--- src/rtl/assert_macros.svh ---
// Assertion macros shared by the RTL of the alternating-bit receiver.
// The macros expect signals named clk and arst_n in the including module.
`ifndef ASSERT_MACROS_SVH
`define ASSERT_MACROS_SVH

// Property that must hold at every clock edge outside reset.
`define ASSERT_CLK(name, prop, msg) \
	name: assert property (@(posedge clk) disable iff (!arst_n) prop) else $error(msg);

// Condition that must never be seen at a clock edge outside reset.
`define ASSERT_NEVER(name, cond, msg) \
	name: assert property (@(posedge clk) disable iff (!arst_n) !(cond)) else $error(msg);

`endif

--- src/rtl/abr_pkg.sv ---
// Package of the alternating-bit receiver: sequencer state type and fixed constants.
// Depends on nothing; used by the top level alternating_bit_receiver.
`default_nettype none

package abr_pkg;

	// Sequencer states, one-hot.
	typedef enum logic [7:0] {
		S_IN    = 8'b0000_0001,
		S_H1    = 8'b0000_0010,
		S_H2    = 8'b0000_0100,
		S_CHK   = 8'b0000_1000,
		S_A1    = 8'b0001_0000,
		S_A2    = 8'b0010_0000,
		S_SUM   = 8'b0100_0000,
		S_REPLY = 8'b1000_0000
	} state_t;

	// Verdict codes carried on the result beats.
	localparam logic VERDICT_NEW    = 1'b0;
	localparam logic VERDICT_REPLAY = 1'b1;

	// Payload byte of the ack packet held after reset, and its ack number.
	localparam logic [7:0]  FILL_BYTE = 8'h61;
	localparam logic [31:0] INIT_ACK  = 32'd1;

endpackage

`default_nettype wire

--- src/rtl/abr_ram.sv ---
// Generic single-port-write, single-port-read RAM with a registered read.
// Depends on nothing; instantiated by alternating_bit_receiver.
`default_nettype none

module abr_ram #(
	parameter int WIDTH = 8,
	parameter int DEPTH = 20,
	localparam int AW = (DEPTH > 1) ? $clog2(DEPTH) : 1
) (
	input  wire logic             clk,
	input  wire logic             wr_en,
	input  wire logic [AW-1:0]    wr_addr,
	input  wire logic [WIDTH-1:0] wr_data,
	input  wire logic             rd_en,
	input  wire logic [AW-1:0]    rd_addr,
	output logic      [WIDTH-1:0] rd_data
);

	logic [WIDTH-1:0] mem [DEPTH];

	// Write port.
	always_ff @(posedge clk) begin
		if (wr_en) begin
			mem[wr_addr] <= wr_data;
		end
	end

	// Read port, registered: with rd_en high, data is valid in the cycle after the address.
	always_ff @(posedge clk) begin
		if (rd_en) begin
			rd_data <= mem[rd_addr];
		end
	end

endmodule

`default_nettype wire

--- src/rtl/alternating_bit_receiver.sv ---
// Alternating-bit receiver. Input beats are taken one per cycle while a packet streams in.
// After the last beat: checksum work in S_H1, S_H2 and S_CHK, then S_A1, S_A2 and S_SUM
// when a new ack is built. Each reply beat: ack or receive RAM read, then output register.
// Reset: the stored ack is number 1 with all payload bytes 0x61; no clearing pass is run.
// Depends on abr_pkg, abr_ram and assert_macros.svh.
`default_nettype none
`include "assert_macros.svh"

module alternating_bit_receiver #(
	parameter int PAYLOAD_BYTES = 20
) (
	input  wire logic         clk,
	input  wire logic         arst_n,
	// Slave side: received packet bytes.
	input  wire logic         s_tvalid,
	output logic              s_tready,
	// s_tdata: payload_byte[7:0], seq_number[39:8], ack_number[71:40],
	// packet_checksum[103:72]
	input  wire logic [103:0] s_tdata,
	input  wire logic         s_tlast,   // byte_last
	// Master side: ack packet bytes.
	output logic              m_tvalid,
	input  wire logic         m_tready,
	// m_tdata: reply_number[31:0], reply_checksum[63:32], reply_byte[71:64]
	output logic      [71:0]  m_tdata,
	// m_tuser: verdict[0], deliver[1]
	output logic      [1:0]   m_tuser,
	output logic              m_tlast    // reply_last
);

	import abr_pkg::*;

	localparam int IW = (PAYLOAD_BYTES > 1) ? $clog2(PAYLOAD_BYTES) : 1;
	localparam int CW = $clog2(PAYLOAD_BYTES + 1);
	localparam logic [31:0] IDX_TOTAL = 32'(PAYLOAD_BYTES * (PAYLOAD_BYTES - 1) / 2);
	localparam logic [31:0] RESET_CSUM =
		IDX_TOTAL * (32'(FILL_BYTE) + (32'd1 + INIT_ACK) * (32'd2 + INIT_ACK));
	localparam logic [CW-1:0] POS_MAX  = CW'(PAYLOAD_BYTES);
	localparam logic [IW-1:0] IDX_LAST = IW'(PAYLOAD_BYTES - 1);

	state_t state_q;

	// Receive side registers.
	logic [CW-1:0] pos_q;
	logic [31:0]   payload_sum_q;
	logic [CW-1:0] count_q;
	logic [31:0]   sum_q;
	logic [31:0]   seq_q;
	logic [31:0]   ack_q;
	logic [31:0]   pcs_q;

	// Shared multiplier.
	logic [31:0] mul_a;
	logic [31:0] mul_b;
	logic [31:0] prod_q;

	// Stored ack.
	logic [31:0] stored_num_q;
	logic [31:0] stored_csum_q;
	logic        ack_written_q;

	// Reply sequencer.
	logic          mode_q;
	logic [CW-1:0] idx_q;
	logic          rd_pend_s1;
	logic [IW-1:0] idx_s1;
	logic          issue;

	// Output register.
	logic [7:0]  out_byte_q;
	logic [31:0] out_num_q;
	logic [31:0] out_csum_q;
	logic        out_verdict_q;
	logic        out_last_q;

	// Input beat fields.
	logic [7:0]  in_byte;
	logic        in_take;
	logic        in_range;
	logic [31:0] byte_term;
	logic [31:0] sum_fin;

	// RAM ports.
	logic [7:0] rx_rd;
	logic [7:0] ack_rd;
	logic [7:0] reply_byte;
	logic       ack_wr;

	assign in_byte   = s_tdata[7:0];
	assign s_tready  = (state_q == S_IN);
	assign in_take   = s_tvalid && s_tready;
	assign in_range  = (pos_q < POS_MAX);
	assign byte_term = 32'(pos_q) * {{24{in_byte[7]}}, in_byte};
	assign sum_fin   = payload_sum_q + (in_range ? byte_term : 32'd0);

	// Multiplier operand selection: header products, then scaling by the index total.
	always_comb begin
		mul_a = prod_q;
		mul_b = IDX_TOTAL;
		case (state_q)
			S_H1: begin
				mul_a = 32'd1 + ack_q;
				mul_b = 32'd2 + seq_q;
			end
			S_A1: begin
				mul_a = 32'd1 + seq_q;
				mul_b = 32'd2 + seq_q;
			end
			default: begin
				mul_a = prod_q;
				mul_b = IDX_TOTAL;
			end
		endcase
	end

	always_ff @(posedge clk) begin
		prod_q <= mul_a * mul_b;
	end

	// A reply read goes out only when the output register is free on the next cycle.
	assign issue = (state_q == S_REPLY) && (idx_q != POS_MAX) && !rd_pend_s1
		&& (!m_tvalid || m_tready);

	// Receive buffer: written by input beats, read during a new-ack reply; the two
	// never overlap because input is held off during the reply.
	abr_ram #(
		.WIDTH(8),
		.DEPTH(PAYLOAD_BYTES)
	) u_rx_ram (
		.clk     (clk),
		.wr_en   (in_take && in_range),
		.wr_addr (pos_q[IW-1:0]),
		.wr_data (in_byte),
		.rd_en   (issue),
		.rd_addr (idx_q[IW-1:0]),
		.rd_data (rx_rd)
	);

	// Stored ack payload: read on a replay, written on a new ack, never both at once.
	abr_ram #(
		.WIDTH(8),
		.DEPTH(PAYLOAD_BYTES)
	) u_ack_ram (
		.clk     (clk),
		.wr_en   (ack_wr),
		.wr_addr (idx_s1),
		.wr_data (reply_byte),
		.rd_en   (issue),
		.rd_addr (idx_q[IW-1:0]),
		.rd_data (ack_rd)
	);

	// Byte of the reply: stored ack on a replay (0x61 before any ack is written), received byte or zero past the end.
	always_comb begin
		if (mode_q == VERDICT_REPLAY) begin
			reply_byte = ack_written_q ? ack_rd : FILL_BYTE;
		end else begin
			reply_byte = (CW'(idx_s1) < count_q) ? rx_rd : 8'h00;
		end
	end

	assign ack_wr = rd_pend_s1 && (mode_q == VERDICT_NEW);

	// Sequencer and control state.
	always_ff @(posedge clk or negedge arst_n) begin
		if (!arst_n) begin
			state_q       <= S_IN;
			pos_q         <= '0;
			payload_sum_q <= '0;
			stored_num_q  <= INIT_ACK;
			stored_csum_q <= RESET_CSUM;
			ack_written_q <= 1'b0;
			mode_q        <= VERDICT_NEW;
			idx_q         <= '0;
			rd_pend_s1    <= 1'b0;
		end else begin
			rd_pend_s1 <= issue;
			if (issue) begin
				idx_q <= idx_q + CW'(1);
			end
			case (state_q)
				S_IN: begin
					if (in_take) begin
						if (s_tlast) begin
							pos_q         <= '0;
							payload_sum_q <= '0;
							state_q       <= S_H1;
						end else begin
							payload_sum_q <= sum_fin;
							if (in_range) begin
								pos_q <= pos_q + CW'(1);
							end
						end
					end
				end
				S_H1: begin
					state_q <= S_H2;
				end
				S_H2: begin
					state_q <= S_CHK;
				end
				S_CHK: begin
					idx_q <= '0;
					if (pcs_q != sum_q + prod_q) begin
						state_q <= S_IN;
					end else if (seq_q == stored_num_q) begin
						mode_q  <= VERDICT_REPLAY;
						state_q <= S_REPLY;
					end else begin
						state_q <= S_A1;
					end
				end
				S_A1: begin
					state_q <= S_A2;
				end
				S_A2: begin
					state_q <= S_SUM;
				end
				S_SUM: begin
					// The new ack replaces the stored one; its payload lands during the reply.
					stored_csum_q <= sum_q + prod_q;
					stored_num_q  <= seq_q;
					ack_written_q <= 1'b1;
					mode_q        <= VERDICT_NEW;
					state_q       <= S_REPLY;
				end
				S_REPLY: begin
					if (rd_pend_s1 && (idx_s1 == IDX_LAST)) begin
						state_q <= S_IN;
					end
				end
				default: begin
					state_q <= S_IN;
				end
			endcase
		end
	end

	// Header and totals of the packet, taken on its last beat; reply read index kept on each read.
	always_ff @(posedge clk) begin
		if (in_take && s_tlast) begin
			seq_q   <= s_tdata[39:8];
			ack_q   <= s_tdata[71:40];
			pcs_q   <= s_tdata[103:72];
			sum_q   <= sum_fin;
			count_q <= pos_q + CW'(in_range);
		end
		if (issue) begin
			idx_s1 <= idx_q[IW-1:0];
		end
	end

	// Output register valid.
	always_ff @(posedge clk or negedge arst_n) begin
		if (!arst_n) begin
			m_tvalid <= 1'b0;
		end else if (rd_pend_s1) begin
			m_tvalid <= 1'b1;
		end else if (m_tready) begin
			m_tvalid <= 1'b0;
		end
	end

	// Output register payload, loaded when read data returns.
	always_ff @(posedge clk) begin
		if (rd_pend_s1) begin
			out_byte_q    <= reply_byte;
			out_num_q     <= stored_num_q;
			out_csum_q    <= stored_csum_q;
			out_verdict_q <= mode_q;
			out_last_q    <= (idx_s1 == IDX_LAST);
		end
	end

	assign m_tdata = {out_byte_q, out_csum_q, out_num_q};
	assign m_tuser = {(out_verdict_q == VERDICT_NEW), out_verdict_q};
	assign m_tlast = out_last_q;

	// Read data must find the output register empty, or a beat would be lost.
	`ASSERT_CLK(a_load_free, rd_pend_s1 |-> !m_tvalid, "reply beat overwrote a pending beat")
	// Reads are only in flight while a reply is being sent.
	`ASSERT_CLK(a_read_in_reply, rd_pend_s1 |-> (state_q == S_REPLY), "read outside reply")
	// The checksum compare always follows the scaled header product.
	`ASSERT_CLK(a_chk_order, (state_q == S_CHK) |-> ($past(state_q) == S_H2),
		"checksum compare without header product")

endmodule

`default_nettype wire
--- config.mk ---
export PLATFORM = sky130hd
export DESIGN_NAME = alternating_bit_receiver
export DESIGN_NICKNAME = d
export VERILOG_FILES = /design/src/rtl/abr_pkg.sv /design/src/rtl/abr_ram.sv /design/src/rtl/alternating_bit_receiver.sv
export VERILOG_INCLUDE_DIRS = /design/src /design/src/rtl
export SDC_FILE = /design/constraint.sdc
export NUM_CORES = 2
export LEC_CHECK = 0
export ABC_AREA = 1
export BUFFER_PORTS_ARGS = -buffer_cell sky130_fd_sc_hd__buf_2
export CORE_ASPECT_RATIO = 1.4
export CORE_UTILIZATION = 41
export CTS_CLUSTER_DIAMETER = 30
export DETAILED_ROUTE_END_ITERATION = 8
export GPL_ROUTABILITY_DRIVEN = 0
export PLACE_DENSITY_LB_ADDON = 0.1
export SYNTH_ARGS = -nofsm -noshare
export SYNTH_HDL_FRONTEND = slang
export SYNTH_SLANG_ARGS = --single-unit
--- constraint.sdc ---
create_clock -name clk -period 13.55 [get_ports clk]
set_input_delay 0.6775 -clock clk [delete_from_list [all_inputs] [get_ports clk]]
set_output_delay 0.6775 -clock clk [all_outputs]
set_load 0.01 [all_outputs]
==> flow_summary_export.csv <==
group,metric,value,unit
run_status,status,"finished clean",
floorplan,fp.coreArea,118400,µm²
setup_path,cp_slowest_cell,"nor2_1",
setup_path,worst_setup_path_start_kind,"register",
clock_network,cts_tree,"done",
sta,finalSetupTns,0,ps
setup_path,slowest_delay,1020,ps
setup_path,reg2reg_depth,29,
drt,drtAntennaViolNets,0,
sta,fmax,0.09105,GHz
clock_network,cts_resized,0,
synthesis,synthTopCellsByArea,"edfxtp_1 (34%), fa_1 (18%), nand2_1 (7.1%), inv_1 (6.0%), ha_1 (5.7%)",
sta,slew_headroom,12.67,%
global_routing,grt_max_degree,95,
synthesis,synthFlopType,"edfxtp_1",
placed_design,dp_hpwl,126300,µm
floorplan,ios,186,
drt,drtIter0Drc,2879,
synthesis,synth_edf_count,548,
global_routing,grt-ovfl-total,0,
sta,rsz0062_at_grt,"no",
floorplan,row_count,149,
synthesis,synth_top_area_share,33.51,%
synthesis,mappedNetlistNets,5947,
floorplan,design.die.area,121200,µm²
sta,setup_slack,2567,ps
sta,min_period,10980,ps
final_layout,syn_to_final_growth,15.57,%
global_routing,met2_usage,47.34,%
clock_network,clk_pin_slew_worst_paths,50,ps
global_routing,grt_first_pass_wirelength,244800,µm
setup_path,critPathMostFrequentCell,"fa_1",
setup_path,worstSetupPathType,"register to register",
global_routing,grt_pass1_vias,38990,
sta,finClkSkew,56.08,ps
drt,viasPerCell,5.287,
sta,drv_slew,0,
drt,dr.pass1.iters,6,
final_layout,fin_nets,6163,
clock_network,post-cts-setup-buffers,0,
setup_path,crit_fanout,76,
placed_design,place_area,51770,µm²
synthesis,yosys.area_share.xor_xnor,2.729,%
synthesis,synth.area.mux_share,0,%
sta,setup_viol,0,
clock_network,clock_latency,760,ps
synthesis,syn_inst,5179,
global_routing,busiest_layer,"met2",
sta,finalCritPeriodShare,81.05,%
global_routing,use_met3,4.413,%
drt,remaining_drc_errors,0,
global_routing,antenna_found_initial,7,
synthesis,yosys_warnings,0,
global_routing,use_met1,32.03,%
worst_hold_path,holdPathEnd,"seq_q[26]",
placed_design,post-place-ws,2749,ps
setup_path,r2r_slack,2570,ps
clock_network,clock_path_buffers,3,
drt,wire_per_inst,23.17,µm
job,maxCapViolCount,0,
final_layout,stdcell_count,7095,
synthesis,ys_seq_area_share,40.85,%
synthesis,yosys.area.top_type,"edfxtp_1",
clock_network,numCtsBuffers,135,
floorplan,die_h,411.5,µm
synthesis,synthSimpleGateAreaFrac,17.49,%
floorplan,die_w,294.5,µm
floorplan,start_util,41.48,%
final_layout,finalInstanceArea,56760,µm²
synthesis,synth_area,49110,µm²
setup_path,critPathArrivalTime,11630,ps
clock_network,clock_sinks,698,
synthesis,synth_cell_type_count,60,
placed_design,placed_cells_incl_taps,6842,
synthesis,synth.most_common_cell,"nand2_1",
setup_path,end_kind,"register",
synthesis,synthAdderAreaFrac,23.44,%
clock_network,cts_root_buffer,"clkbuf_16",
drt,drt-total-wl,164400,µm
setup_path,timing.rr.start,"state_q[5]",
synthesis,synth_top_family_by_area,"adder cells",
synthesis,syn_area_per_cell,9.482,µm²
sta,tightest_slew,1305,ps
synthesis,synth_top_cells_by_count,"nand2_1 (932), inv_1 (785), nor2_1 (679), edfxtp_1 (548), fa_1 (435)",
sta,hold_viol_final,0,
synthesis,synth_compound_area_share,7.837,%
drt,vias,37510,
clock_network,htree_levels,4,
worst_hold_path,worstHoldStart,"s_tdata[34]",
setup_path,r2r_end,"prod_q[31]",
global_routing,grt_usage,27.73,%
worst_hold_path,whs_path_depth,1,
final_layout,fill_cells,11250,
worst_hold_path,min_path_type,"input pin to register",
setup_path,worstSetupStartpoint,"state_q[5]",
final_layout,drive_above_1_share,11.33,%
synthesis,synth-seq-cells,698,
setup_path,cp.required,14200,ps
synthesis,synthArstFlopShare,16.91,%
placed_design,portBuffers,185,
==> routing by layer <==
layer	part of all wire (%)	up-vias
li1	-	17240
met1	38	18570
met2	49	1286
met3	5.6	410
met4	7.3	6
met5	0.027	-
==> sequential cells by signal, indices dropped and copies added (netlist names), 8 cells and up <==
| register | cells |
|---|---|
| u_ack_ram.mem | 160 |
| u_rx_ram.mem | 160 |
| ack_q | 32 |
| out_csum_q | 32 |
| out_num_q | 32 |
| payload_sum_q | 32 |
| pcs_q | 32 |
| prod_q | 32 |
| seq_q | 32 |
| stored_csum_q | 32 |
| stored_num_q | 32 |
| sum_q | 32 |
| out_byte_q | 8 |
| state_q | 8 |
| u_ack_ram.rd_data | 8 |
| u_rx_ram.rd_data | 8 |
==> what timing repair did <==
| item | CTS | global route |
|---|---|---|
| setup endpoints to repair | 0 | 0 |
| hold buffers | 1 | 0 |
| endpoints found under the hold margin | 50 | 0 |
==> metrics by stage <==
step	hold slack (ps)	utilization (%)
2_1_floorplan	381.9	-
5_1_grt	39.90	47.94
4_1_cts	14.14	47.94
3_5_place_dp	430.3	43.73
6_report	79.16	47.94
3_3_place_gp	432.4	43.73
==> worst max-delay path by stage <==
stage	endpoint	slack, ps	depth (start not counted)
2_1_floorplan	pos_q[3]	1300	10
3_3_place_gp	prod_q[31]	2850	29
3_5_place_dp	prod_q[31]	2750	29
4_1_cts	prod_q[31]	2700	29
5_1_grt	prod_q[29]	2190	32
6_report	prod_q[31]	2570	29
==> cell usage in the layout, fill, tap and decap left out, types with 15 or more instances in the layout <==
cell       netlist  layout
nand2_1        932     931
inv_1          785     785
nor2_1         679     678
edfxtp_1       548     548
fa_1           435     435
o21ai_0        294     292
ha_1           224     224
nand3_1        193     193
buf_2            9     184
clkbuf_16        0     136
a21oi_1        138     134
dfrtp_1        109     106
xor2_1          88      88
o22ai_1         80      80
xnor2_1         65      65
buf_4            6      49
nand4_1         47      47
a22o_1          39      39
dfxtp_1         32      32
nor3_1          32      30
nand2_2         29      29
nor2_2          26      27
clkinv_1        13      26
or2_2           25      25
bufinv_16        0      24
o21ai_1         19      21
inv_2           21      20
clkinv_2         0      17
a221oi_1        15      15
==> final cells by class <==
type	instances	area [µm²]	share of cell area, %
sequential	698	20070	35.36
inverter	819	3078	5.423
multi-input combinational	3506	25340	44.64
clock inverter	99	1499	2.641
clock buffer	149	3472	6.117
tap	1585	1983	3.494
timing repair buffer	235	1310	2.308
antenna	4	10.01	0.01764
==> critical path, delay by kind of cell, from the launching register on <==
family | cells | cell delay [ps]
AO/OA/AOI/OAI | 6 | 1120
flip-flops | 1 | 370
adder cells (fa/ha/maj) | 9 | 4430
buffers and inverters | 6 | 1800
AND/OR/NAND/NOR | 8 | 3020
==> kinds of logic (layout without fill, tap and decap cells) <==
kind of cell | count (synthesis) | in the layout
other | 0 | 4
DFF | 698 | 698
and+or+nand+nor | 2031 | 2031
xor gates and xnor gates | 153 | 153
adders and majority gates | 659 | 659
AOI/OAI and AO/OA | 663 | 663
buffers and inverters | 975 | 1302
Power is not shown: default switching activity piles up to over one toggle a cycle in this logic, so the estimate is an artifact.
